`config.mk`:
```
export PLATFORM = sky130hd
export DESIGN_NAME = netpbm_decimal_field_tokenizer_unit_flat
export DESIGN_NICKNAME = d
export VERILOG_FILES = /design/src/hdl/ndft_pkg.sv /design/src/hdl/ndft_byte_if.sv /design/src/hdl/ndft_field_if.sv /design/src/hdl/netpbm_decimal_field_tokenizer_unit.sv /design/src/flat_wrapper.sv
export SDC_FILE = /design/constraint.sdc
export NUM_CORES = 1
export LEC_CHECK = 0
export BUFFER_PORTS_ARGS = -buffer_cell sky130_fd_sc_hd__buf_4
export CAP_MARGIN = 30
export CORE_MARGIN = 8
export CORE_UTILIZATION = 45
export DETAILED_ROUTE_END_ITERATION = 7
export PLACE_DENSITY_LB_ADDON = 0.3
export RECOVER_POWER = 100
export SLEW_MARGIN = 20
export SYNTH_ARGS = -nofsm -noshare
export SYNTH_HDL_FRONTEND = slang
export SYNTH_SLANG_ARGS = --single-unit
```
`constraint.sdc`:
```
create_clock -name clk -period 5.23 [get_ports clk]
set_input_delay 1.3075 -clock clk [delete_from_list [all_inputs] [get_ports clk]]
set_output_delay 1.3075 -clock clk [all_outputs]
set_load 0.01 [all_outputs]
```
`src/hdl/ndft_pkg.sv`:
```
// shared types and constants for the netpbm decimal field tokenizer
package ndft_pkg;

	localparam int unsigned BYTE_W   = 8;
	localparam int unsigned FIELD_W  = 32;
	localparam int unsigned STATUS_W = 2;

	// result status codes
	typedef enum logic [STATUS_W-1:0] {
		ST_OK       = 2'd0,
		ST_INVALID  = 2'd1,
		ST_OVERFLOW = 2'd2
	} parse_status_t;

	// character codes the scanner reacts to
	localparam logic [BYTE_W-1:0] CH_HASH  = 8'h23;
	localparam logic [BYTE_W-1:0] CH_LF    = 8'h0A;
	localparam logic [BYTE_W-1:0] CH_CR    = 8'h0D;
	localparam logic [BYTE_W-1:0] CH_TAB   = 8'h09;
	localparam logic [BYTE_W-1:0] CH_VT    = 8'h0B;
	localparam logic [BYTE_W-1:0] CH_FF    = 8'h0C;
	localparam logic [BYTE_W-1:0] CH_SPACE = 8'h20;
	localparam logic [BYTE_W-1:0] CH_ZERO  = 8'h30;
	localparam logic [BYTE_W-1:0] CH_NINE  = 8'h39;

	localparam int unsigned DIGIT_W = 4;
	localparam int unsigned RADIX   = 10;

	typedef struct packed {
		logic [BYTE_W-1:0] byte_in;
		logic              end_of_input;
	} byte_item_t;

	typedef struct packed {
		logic [FIELD_W-1:0]  field_value;
		logic [STATUS_W-1:0] parse_status;
	} field_item_t;

endpackage

```
`src/hdl/ndft_byte_if.sv`:
```
// valid/ready channel carrying header bytes
interface ndft_byte_if import ndft_pkg::*; ();
	logic       valid;
	logic       ready;
	byte_item_t data;

	modport source (output valid, output data, input ready);
	modport sink (input valid, input data, output ready);
endinterface

```
`src/hdl/ndft_field_if.sv`:
```
// valid/ready channel carrying parsed field results
interface ndft_field_if import ndft_pkg::*; ();
	logic        valid;
	logic        ready;
	field_item_t data;

	modport source (output valid, output data, input ready);
	modport sink (input valid, input data, output ready);
endinterface

```
`src/hdl/netpbm_decimal_field_tokenizer_unit.sv`:
```
// netpbm header decimal field tokenizer: whitespace/comment skip and decimal accumulate
// an accepted byte's result passes the input and result registers to field_stream
// throughput: one byte item per cycle, set by the combinational phase and x10 accumulate
// step; a waiting result does not block the next byte unless the input stage is also full
// reset: arst_n clears the phase to skipping, the accumulator to zero and both stage
// valid flags; payload registers are not reset
module netpbm_decimal_field_tokenizer_unit import ndft_pkg::*; #(
	parameter int unsigned VALUE_BITS = 32
) (
	input  logic         clk,
	input  logic         arst_n,
	ndft_byte_if.sink    byte_stream,
	ndft_field_if.source field_stream
);

	localparam int unsigned WIDE_W = VALUE_BITS + DIGIT_W;

	typedef enum logic [1:0] {
		PH_SKIP    = 2'd0,
		PH_COMMENT = 2'd1,
		PH_DIGITS  = 2'd2
	} scan_phase_t;

	// input stage
	logic       valid_s1;
	byte_item_t item_s1;

	// scanner state
	scan_phase_t           phase_q;
	logic [VALUE_BITS-1:0] acc_q;

	// result stage
	logic                res_valid_s2;
	logic [FIELD_W-1:0]  res_value_s2;
	logic [STATUS_W-1:0] res_status_s2;

	logic advance_s1;

	// next-state and result logic
	scan_phase_t           phase_d;
	logic [VALUE_BITS-1:0] acc_d;
	logic                  emit;
	logic [FIELD_W-1:0]    emit_value;
	parse_status_t         emit_status;

	logic [BYTE_W-1:0]              b;
	logic                           is_space;
	logic                           is_digit;
	logic                           is_eol;
	logic [DIGIT_W-1:0]             digit;
	logic [WIDE_W-1:0]              acc_x10;
	logic [FIELD_W-1:0]             acc_ext;

	// the stage 1 item moves on whenever the result register is free or draining
	assign advance_s1        = valid_s1 && (!res_valid_s2 || field_stream.ready);
	assign byte_stream.ready = !valid_s1 || advance_s1;

	assign b        = item_s1.byte_in;
	assign is_space = b inside {CH_SPACE, CH_TAB, CH_LF, CH_VT, CH_FF, CH_CR};
	assign is_digit = b inside {[CH_ZERO:CH_NINE]};
	assign is_eol   = b inside {CH_LF, CH_CR};
	// '0'..'9' carry their value in the low nibble
	assign digit    = b[DIGIT_W-1:0];

	// acc * 10 + digit, widened so the carry past VALUE_BITS is visible
	assign acc_x10 = (WIDE_W'(acc_q) << 3) + (WIDE_W'(acc_q) << 1) + WIDE_W'(digit);

	// low field bits of the value, zero-extended when VALUE_BITS is narrow
	assign acc_ext = FIELD_W'(acc_q);

	always_comb begin
		phase_d     = phase_q;
		acc_d       = acc_q;
		emit        = 1'b0;
		emit_value  = '0;
		emit_status = ST_OK;
		case (phase_q)
			PH_COMMENT: begin
				if (item_s1.end_of_input) begin
					phase_d     = PH_SKIP;
					emit        = 1'b1;
					emit_status = ST_INVALID;
				end else if (is_eol) begin
					phase_d = PH_SKIP;
				end
			end
			PH_DIGITS: begin
				if (item_s1.end_of_input || is_space) begin
					// value ends at a delimiter or end of input
					phase_d    = PH_SKIP;
					acc_d      = '0;
					emit       = 1'b1;
					emit_value = acc_ext;
				end else if (b == CH_HASH) begin
					// '#' ends the value and opens a comment
					phase_d    = PH_COMMENT;
					acc_d      = '0;
					emit       = 1'b1;
					emit_value = acc_ext;
				end else if (!is_digit) begin
					phase_d     = PH_SKIP;
					acc_d       = '0;
					emit        = 1'b1;
					emit_status = ST_INVALID;
				end else if (|acc_x10[WIDE_W-1:VALUE_BITS]) begin
					phase_d     = PH_SKIP;
					acc_d       = '0;
					emit        = 1'b1;
					emit_status = ST_OVERFLOW;
				end else begin
					acc_d = acc_x10[VALUE_BITS-1:0];
				end
			end
			default: begin
				// skipping whitespace; the unused phase code behaves the same
				phase_d = PH_SKIP;
				if (item_s1.end_of_input) begin
					acc_d       = '0;
					emit        = 1'b1;
					emit_status = ST_INVALID;
				end else if (is_space) begin
					phase_d = PH_SKIP;
				end else if (b == CH_HASH) begin
					phase_d = PH_COMMENT;
				end else if (is_digit) begin
					acc_d   = VALUE_BITS'(digit);
					phase_d = PH_DIGITS;
				end else begin
					acc_d       = '0;
					emit        = 1'b1;
					emit_status = ST_INVALID;
				end
			end
		endcase
	end

	// input register
	always_ff @(posedge clk or negedge arst_n) begin
		if (!arst_n) begin
			valid_s1 <= 1'b0;
		end else if (byte_stream.ready) begin
			valid_s1 <= byte_stream.valid;
		end
	end

	always_ff @(posedge clk) begin
		if (byte_stream.ready && byte_stream.valid) begin
			item_s1 <= byte_stream.data;
		end
	end

	// scanner state advances once per item leaving stage 1
	always_ff @(posedge clk or negedge arst_n) begin
		if (!arst_n) begin
			phase_q <= PH_SKIP;
			acc_q   <= '0;
		end else if (advance_s1) begin
			phase_q <= phase_d;
			acc_q   <= acc_d;
		end
	end

	// result register
	always_ff @(posedge clk or negedge arst_n) begin
		if (!arst_n) begin
			res_valid_s2 <= 1'b0;
		end else if (advance_s1) begin
			res_valid_s2 <= emit;
		end else if (field_stream.ready) begin
			res_valid_s2 <= 1'b0;
		end
	end

	always_ff @(posedge clk) begin
		if (advance_s1 && emit) begin
			res_value_s2  <= emit_value;
			res_status_s2 <= emit_status;
		end
	end

	assign field_stream.valid             = res_valid_s2;
	assign field_stream.data.field_value  = res_value_s2;
	assign field_stream.data.parse_status = res_status_s2;

endmodule
```
`src/flat_wrapper.sv`:
```
// flat-port wrapper written by rule: the top's interface ports become plain ports
module netpbm_decimal_field_tokenizer_unit_flat import ndft_pkg::*;
#(
	parameter int unsigned VALUE_BITS = 32
)
  (clk, arst_n, byte_stream_valid, byte_stream_data, byte_stream_ready, field_stream_valid, field_stream_data, field_stream_ready);
  ndft_byte_if byte_stream_i ();
  ndft_field_if field_stream_i ();
  input  logic clk;
  input  logic arst_n;
  input wire logic [$bits(byte_stream_i.valid)-1:0] byte_stream_valid;
  input wire logic [$bits(byte_stream_i.data)-1:0] byte_stream_data;
  output wire logic [$bits(byte_stream_i.ready)-1:0] byte_stream_ready;
  output wire logic [$bits(field_stream_i.valid)-1:0] field_stream_valid;
  output wire logic [$bits(field_stream_i.data)-1:0] field_stream_data;
  input wire logic [$bits(field_stream_i.ready)-1:0] field_stream_ready;
  assign byte_stream_i.valid = byte_stream_valid;
  assign byte_stream_i.data = byte_stream_data;
  assign byte_stream_ready = byte_stream_i.ready;
  assign field_stream_valid = field_stream_i.valid;
  assign field_stream_data = field_stream_i.data;
  assign field_stream_i.ready = field_stream_ready;
  netpbm_decimal_field_tokenizer_unit #(.VALUE_BITS(VALUE_BITS)) u_core (.clk(clk), .arst_n(arst_n), .byte_stream(byte_stream_i), .field_stream(field_stream_i));
endmodule
```
Word level (Yosys, flattened, before mapping):

Index checks and enable logic that the tools add are counted.

* flip-flop bits (word level): 79
* logic and storage cells: 85

* add/subtract/negate cells: 2
* $lt $le $gt $ge: 2
* equality and inequality tests: 13
* muxes and demuxes: 44
* bitwise logic cells: 1
* reduce and logical (&&, ||, !) cells: 15

Operator list (count)
* $mux 32: 9
* $pmux 32 s2: 1
* $eq 8x4->1 const B: 5
* $add 35x33->36: 1
* $add 36x4->36: 1
* $mux 2: 17
* $eq 8x6->1 const B: 2
* $mux 1: 13
* $ge 8x6->1 const B: 1
* $le 8x6->1 const B: 1
* $pmux 2 s2: 2
* $ne 3x2->1 const B: 2
* $reduce_bool 6->1: 1
* $ne 5x5->1 const B: 1
* $logic_and 1x1->1: 4
* $mux 4: 1
* $reduce_and 4->1: 1
* $reduce_bool 2->1: 2
* $reduce_or 4->1: 1
* $logic_or 1x1->1: 3
* $ne 3x1->1 const B: 1
* $reduce_and 3->1: 1
* $eq 2x1->1 const B: 1
* $eq 2x2->1 const B: 1
* other kinds (3): 4

Longest topological paths before layout:

* depth after elaboration: 9
* mapped depth: 14
* mapped depth without buffers: 13

Worst setup path before layout:

OpenSTA, ideal clock, no wires.

* path kind: flip-flop to flip-flop
* from: register u_core.item_s1 (netlist bit u_core.b[3])
* to: register u_core.res_status_s2[0], enable pin
* setup time: 446 ps
* data arrival time: 4410 ps
* path slack: 374 ps
* cell stages (with the launch flop): 12
* path buffers: 0
* period minus slack after synthesis: 4856 ps
* path through: edfxtp_1 -> inv_1 -> fa_1 -> fa_1 -> nand2b_1 -> a21oi_1 -> o21ai_1 -> o211ai_1 -> a31oi_1 -> xnor2_1 -> a211oi_4 -> a31oi_1

* cells in the longest elaborated chain, start to end: 8
* elaborated cells between the ends (all ways): 24

Ends and longest elaborated chain
* start, declared: line netpbm_decimal_field_tokenizer_unit.sv:26 `byte_item_t item_s1;`
* start signal, assigned: line netpbm_decimal_field_tokenizer_unit.sv:148 `item_s1 <= byte_stream.data;`
* $add 36x4->36, or another cell as far along: line netpbm_decimal_field_tokenizer_unit.sv:66 `assign acc_x10 = (WIDE_W'(acc_q) << 3) + (WIDE_W'(acc_q) << 1) + WIDE_W'(digit);`
* $reduce_or 4->1 or $logic_and 1x1->1 (tied branches): line netpbm_decimal_field_tokenizer_unit.sv:105, netpbm_decimal_field_tokenizer_unit.sv:60
* $mux 1, on equally long branches: line netpbm_decimal_field_tokenizer_unit.sv:105, netpbm_decimal_field_tokenizer_unit.sv:125
* $mux 1, on equally long branches: line netpbm_decimal_field_tokenizer_unit.sv:100, netpbm_decimal_field_tokenizer_unit.sv:123
* $mux 1, on equally long branches: line netpbm_decimal_field_tokenizer_unit.sv:94, netpbm_decimal_field_tokenizer_unit.sv:121
* $mux 1, on equally long branches: line netpbm_decimal_field_tokenizer_unit.sv:88, netpbm_decimal_field_tokenizer_unit.sv:117
* $pmux 1 s2 *: line netpbm_decimal_field_tokenizer_unit.sv:77 `case (phase_q)`
* $logic_and 1x1->1 *: line netpbm_decimal_field_tokenizer_unit.sv:175 `if (advance_s1 && emit) begin`
* end signal, assigned: line netpbm_decimal_field_tokenizer_unit.sv:177 `res_status_s2 <= emit_status;`
* end, declared: line netpbm_decimal_field_tokenizer_unit.sv:35 `logic [STATUS_W-1:0] res_status_s2;`

Every way passes the cells marked *; elsewhere a longest branch is shown, timed or not.
A chain may end at the register's enable or synchronous reset.

Final worst setup path:

* from: register u_core.item_s1 (netlist bit u_core.b[2])
* to: register u_core.acc_q[16], in the netlist u_core.acc_ext[16]

* cells in the longest elaborated chain, start to end: 7
* elaborated cells between the ends (all ways): 22

Ends and longest elaborated chain
* $add 36x4->36: line netpbm_decimal_field_tokenizer_unit.sv:66
* $reduce_or 4->1: line netpbm_decimal_field_tokenizer_unit.sv:105 `end else if (|acc_x10[WIDE_W-1:VALUE_BITS]) begin`
* $mux 32: line netpbm_decimal_field_tokenizer_unit.sv:105
* $mux 32: line netpbm_decimal_field_tokenizer_unit.sv:100 `end else if (!is_digit) begin`
* $mux 32: line netpbm_decimal_field_tokenizer_unit.sv:94 `end else if (b == CH_HASH) begin`
* $mux 32: line netpbm_decimal_field_tokenizer_unit.sv:88 `if (item_s1.end_of_input || is_space) begin`
* $pmux 32 s2: line netpbm_decimal_field_tokenizer_unit.sv:77
* end signal, assigned: line netpbm_decimal_field_tokenizer_unit.sv:156 `acc_q <= '0;`
* end signal, assigned: line netpbm_decimal_field_tokenizer_unit.sv:159 `acc_q <= acc_d;`
* end, declared: line netpbm_decimal_field_tokenizer_unit.sv:30 `logic [VALUE_BITS-1:0] acc_q;`

Several ways; a longest one is shown, not always the timed one.

==> results.md <==
Synth
• **fraction of registers with async set or reset after synthesis** 45.57%
• **Seq cells post-synth** 79
• **largest cells by area after synthesis** sky130_fd_sc_hd__edfxtp_1 23%, sky130_fd_sc_hd__dfrtp_1 16%, sky130_fd_sc_hd__ha_1 14%
• **main flop type after synthesis** sky130_fd_sc_hd__edfxtp_1
• **synthesized net count** 635
• **Netlist Area Pre-Place** 5627 um^2
• **proportion of synthesized chip area in sequential cells** 38.96%
• **cell type with the highest aggregate area in the netlist** sky130_fd_sc_hd__edfxtp_1
• **Synth top area share** 22.95%
• **Post-synth EDFFs** 43
• **gate count after technology mapping** 555
• **yosys warns** 0
• **unique cell type count in the Yosys netlist** 62
• **average footprint of a synthesized cell** 10.14 um^2

Pwr
• **Pleak** 2.610 nW
• **Worst IR Drop VDD** 0.0001345 V
• **pwr/cell area** 239.0 nW/um^2

Final layout
• **share of cells above drive strength 1** 7.143%
• **number of fillers in the final layout** 1216
• **Final #Nets** 677
• **number of inserted diodes** 0
• **layout-stage area growth over the synthesis result** 9.162%
• **Final Instance Area** 6142 um^2

Global route
• **Tot GR Track Use** 15.43%
• **global route total overflow** 0
• **via count of the first global-routing pass** 4266
• **number of antenna violations at the first check in global routing** 0
• **wire length of the first global-routing pass** 20.52 mm
• **maximum number of pins on one net before global-route repair** 44

Outcome
• **violated checks** max-capacitance violations, max-slew violations
• **run status** complete, but fails checks

Routing
• **Routed WL per cell** 15.37 um
• **via count** 4277
• **antenna-violating nets left** 0
• **# DRC** 0
• **violation count after the first detailed-routing iteration** 174
• **number of vias per cell** 5.526
• **total wire length after detailed routing** 11.89 mm
• **number of search-and-repair iterations in the first detailed-routing pass** 4

STA
• **final worst path period share** 84.35%
• **count of final hold-check violations** 0
• **Total Neg Setup Slack** 0 ns
• **number of setup violations in the final report** 0
• **maximum clock rate** 226.7 MHz
• **measured slew at the worst slew-check pin** 2.039 ns
• **number of max-slew violations in the final report** 37
• **setup repair after global routing missed its margin** no
• **fin crit period** 4.412 ns
• **remaining max-slew budget at the tightest pin** -35.93%
• **worst clock skew on the final layout** 0.007252 ns

Min path
• **min-delay worst type** reg -> reg
• **number of instances on the worst hold path** 2

Clock tree
• **TritonCTS clock tree** yes
• **CTS H-tree depth** 3
• **number of cells upsized or downsized after cts** 0
• **TritonCTS buffer count** 9
• **post-CTS setup buffer count** 0
• **clock insertion delay at the later pin of the skew report** 0.35 ns
• **buffers from clock root to sink, at most** 2
• **CTS clk-pin slew, worst paths** 0.06 ns
• **clock sink count** 79
• **cell at the root of the clock tree** sky130_fd_sc_hd__clkbuf_16
• **Hold-fix buffers, CTS** 0

Critical path
• **maximum cell stage delay along the critical path** 0.57 ns
• **Critical Path, Cell by Cell** ha_1 -> ha_1 -> inv_1 -> fa_1 -> nand2b_1 -> a21oi_1 -> o21ai_0 -> o21ai_2 -> a21boi_0 -> o31ai_2 -> xnor2_1 -> nand3_4 -> o31ai_1
• **largest fanout on the critical path** 27
• **Required @ worst endpoint** 5.47 ns
• **R2R cell count** 13
• **startpoint class of the critical path** flop
• **start-to-end type of the worst setup path** reg -> reg
• **Slowest-stage cell, CP** sky130_fd_sc_hd__xnor2_1
• **crit-path most repeated cell** sky130_fd_sc_hd__ha_1
• **CP Buf/Inv Count** 1
• **Worst EP arrival** 4.65 ns
• **WP depth** 13
• **dominant delay contributor by cell family on the critical path** compound AO/OA/AOI/OAI gates
• **critical path endpoint category** flop

Placement
• **detailed placer's ending HPWL** 8.950 mm
• **GP Congestion** 0.8794
• **count of buffers from port buffering** 48
• **Post-Place Cell Area** 6101 um^2

Floorplan
• **Die X-Extent** 127.8 um
• **placement row count** 41
• **floorplan die area** 16340 um^2
• **Die Y** 127.8 um
• **starting density of the core** 45.32%
• **number of primary I/O pins** 49
• **placeable core area** 12410 um^2

Job
• **count of maximum capacitance violations** 1

==> final cells by class <==
class	count	area, um^2	share of cell area [%]
clock inverters	7	55.05	0.8963
well taps	172	215.2	3.504
inverters	17	63.81	1.039
flip-flops and latches	79	2192	35.69
clock buffers	9	225.2	3.667
multi-input cells	439	3138	51.09
repair buffers	51	252.7	4.115
==> logic make-up (layout without fill, tap and decap cells) <==
| family | count (synthesis) | in the layout | synth area share, % |
|---|---|---|---|
| and+or+nand+nor | 183 | 183 | 15.90 |
| AOI/OAI and AO/OA | 154 | 154 | 20.70 |
| DFF | 79 | 79 | 38.96 |
| adders and majority gates | 67 | 67 | 15.17 |
| buffers and inverters | 37 | 84 | 3.714 |
| xor gates and xnor gates | 31 | 31 | 4.825 |
| muxes | 4 | 4 | 0.7338 |
==> layer usage <==
layer  GRT usage (%)  part of all wire [%]  routed length, um
met1           18.89                    46               5451
met2           26.35                    48               5742
met3           2.995                   4.2                497
met4           5.664                   1.7                201
met5               0                     0                  0
==> final timing paths <==
kind                                    startpoint            endpoint  slack (ns)
worst max-delay path                   u_core.b[2]  u_core.acc_ext[16]        0.82
worst min-delay path            u_core.acc_ext[23]  u_core.acc_ext[23]        0.54
worst max register to register         u_core.b[2]  u_core.acc_ext[16]        0.82
worst min register to register  u_core.acc_ext[23]  u_core.acc_ext[23]        0.54
max in group asynchronous                   arst_n  u_core.acc_ext[24]        2.51
min in group asynchronous                   arst_n   u_core.acc_ext[8]        1.54
==> power breakdown <==
group	internal (mW)	leakage [nW]	switching, mW
registers	0.704	0.925	0.0176
clock network	0.325	0.132	0.269
logic	0.0471	1.55	0.105
==> per-stage QoR <==
step / setup WS, ns / utilization (%) / cells / hold slack (ns) / power [mW]
global placement: 1.252 / 49.14 / 757 / 0.5268 / 0.9140
floorplan: 0.3739 / - / 555 / 0.4947 / 0.8315
global route: 0.5240 / 49.48 / 774 / 0.5721 / 1.530
finish: 0.8184 / 49.48 / 774 / 0.5445 / 1.468
CTS: 1.002 / 51.40 / 773 / 0.5511 / 1.512
detailed placement: 1.041 / 49.14 / 757 / 0.5357 / 0.9190
==> worst reg2reg max path: cells and delay by family, from the launching register on <==
kind                       cells  cell delay [ns]
buffers and inverters          1             0.08
AOI/OAI and AO/OA              6             1.74
DFF                            1             0.50
and+or+nand+nor                2             0.64
xor gates and xnor gates       1             0.57
adders and majority gates      3             0.77
==> synth_stat cells (3+ instances only) <==
master / instances
sky130_fd_sc_hd__edfxtp_1: 43
sky130_fd_sc_hd__clkbuf_1: 8
sky130_fd_sc_hd__buf_4: 3
sky130_fd_sc_hd__xor2_1: 13
sky130_fd_sc_hd__o21ai_0: 18
sky130_fd_sc_hd__a21oi_1: 42
sky130_fd_sc_hd__and2_1: 35
sky130_fd_sc_hd__a31oi_1: 9
sky130_fd_sc_hd__buf_6: 3
sky130_fd_sc_hd__o31ai_2: 20
sky130_fd_sc_hd__nor3_1: 7
sky130_fd_sc_hd__o211ai_1: 10
sky130_fd_sc_hd__o31ai_1: 13
sky130_fd_sc_hd__nand3_1: 9
sky130_fd_sc_hd__nor2b_1: 3
sky130_fd_sc_hd__nand4_1: 4
sky130_fd_sc_hd__a21o_1: 7
sky130_fd_sc_hd__o21bai_1: 4
sky130_fd_sc_hd__nand2b_1: 10
sky130_fd_sc_hd__o21a_1: 5
sky130_fd_sc_hd__inv_1: 17
sky130_fd_sc_hd__xnor2_1: 18
sky130_fd_sc_hd__ha_1: 65
sky130_fd_sc_hd__nand2_1: 67
sky130_fd_sc_hd__dfrtp_1: 36
sky130_fd_sc_hd__dlygate4sd1_1: 3
sky130_fd_sc_hd__nor2_1: 34
sky130_fd_sc_hd__mux2i_1: 3
==> state kept, by name, summed over array words and instances (netlist names) <==
register / count
u_core.acc_ext: 32
u_core.res_value_s2: 32
u_core.b: 8
u_core.phase_q: 2
u_core.res_status_s2: 2
u_core.field_stream.valid: 1
u_core.item_s1: 1
u_core.valid_s1: 1
==> placed cells by master, fill, tap and decap left out, drive strengths merged, types with 3 or more instances in the layout <==
cell,netlist,layout
a21boi,3,3
a21o,7,7
a21oi,42,42
a31oi,9,9
and2,36,36
buf,7,3
clkbuf,10,57
clkinv,0,3
dfrtp,36,36
edfxtp,43,43
ha,65,65
inv,17,19
mux2i,3,3
nand2,67,67
nand2b,10,10
nand3,10,10
nand4,4,4
nor2,34,34
nor2b,3,3
nor3,7,7
o211ai,10,10
o21a,5,5
o21ai,22,22
o21bai,4,4
o31ai,34,34
xnor2,18,18
xor2,13,13
Power figures use the tool's default switching activity.
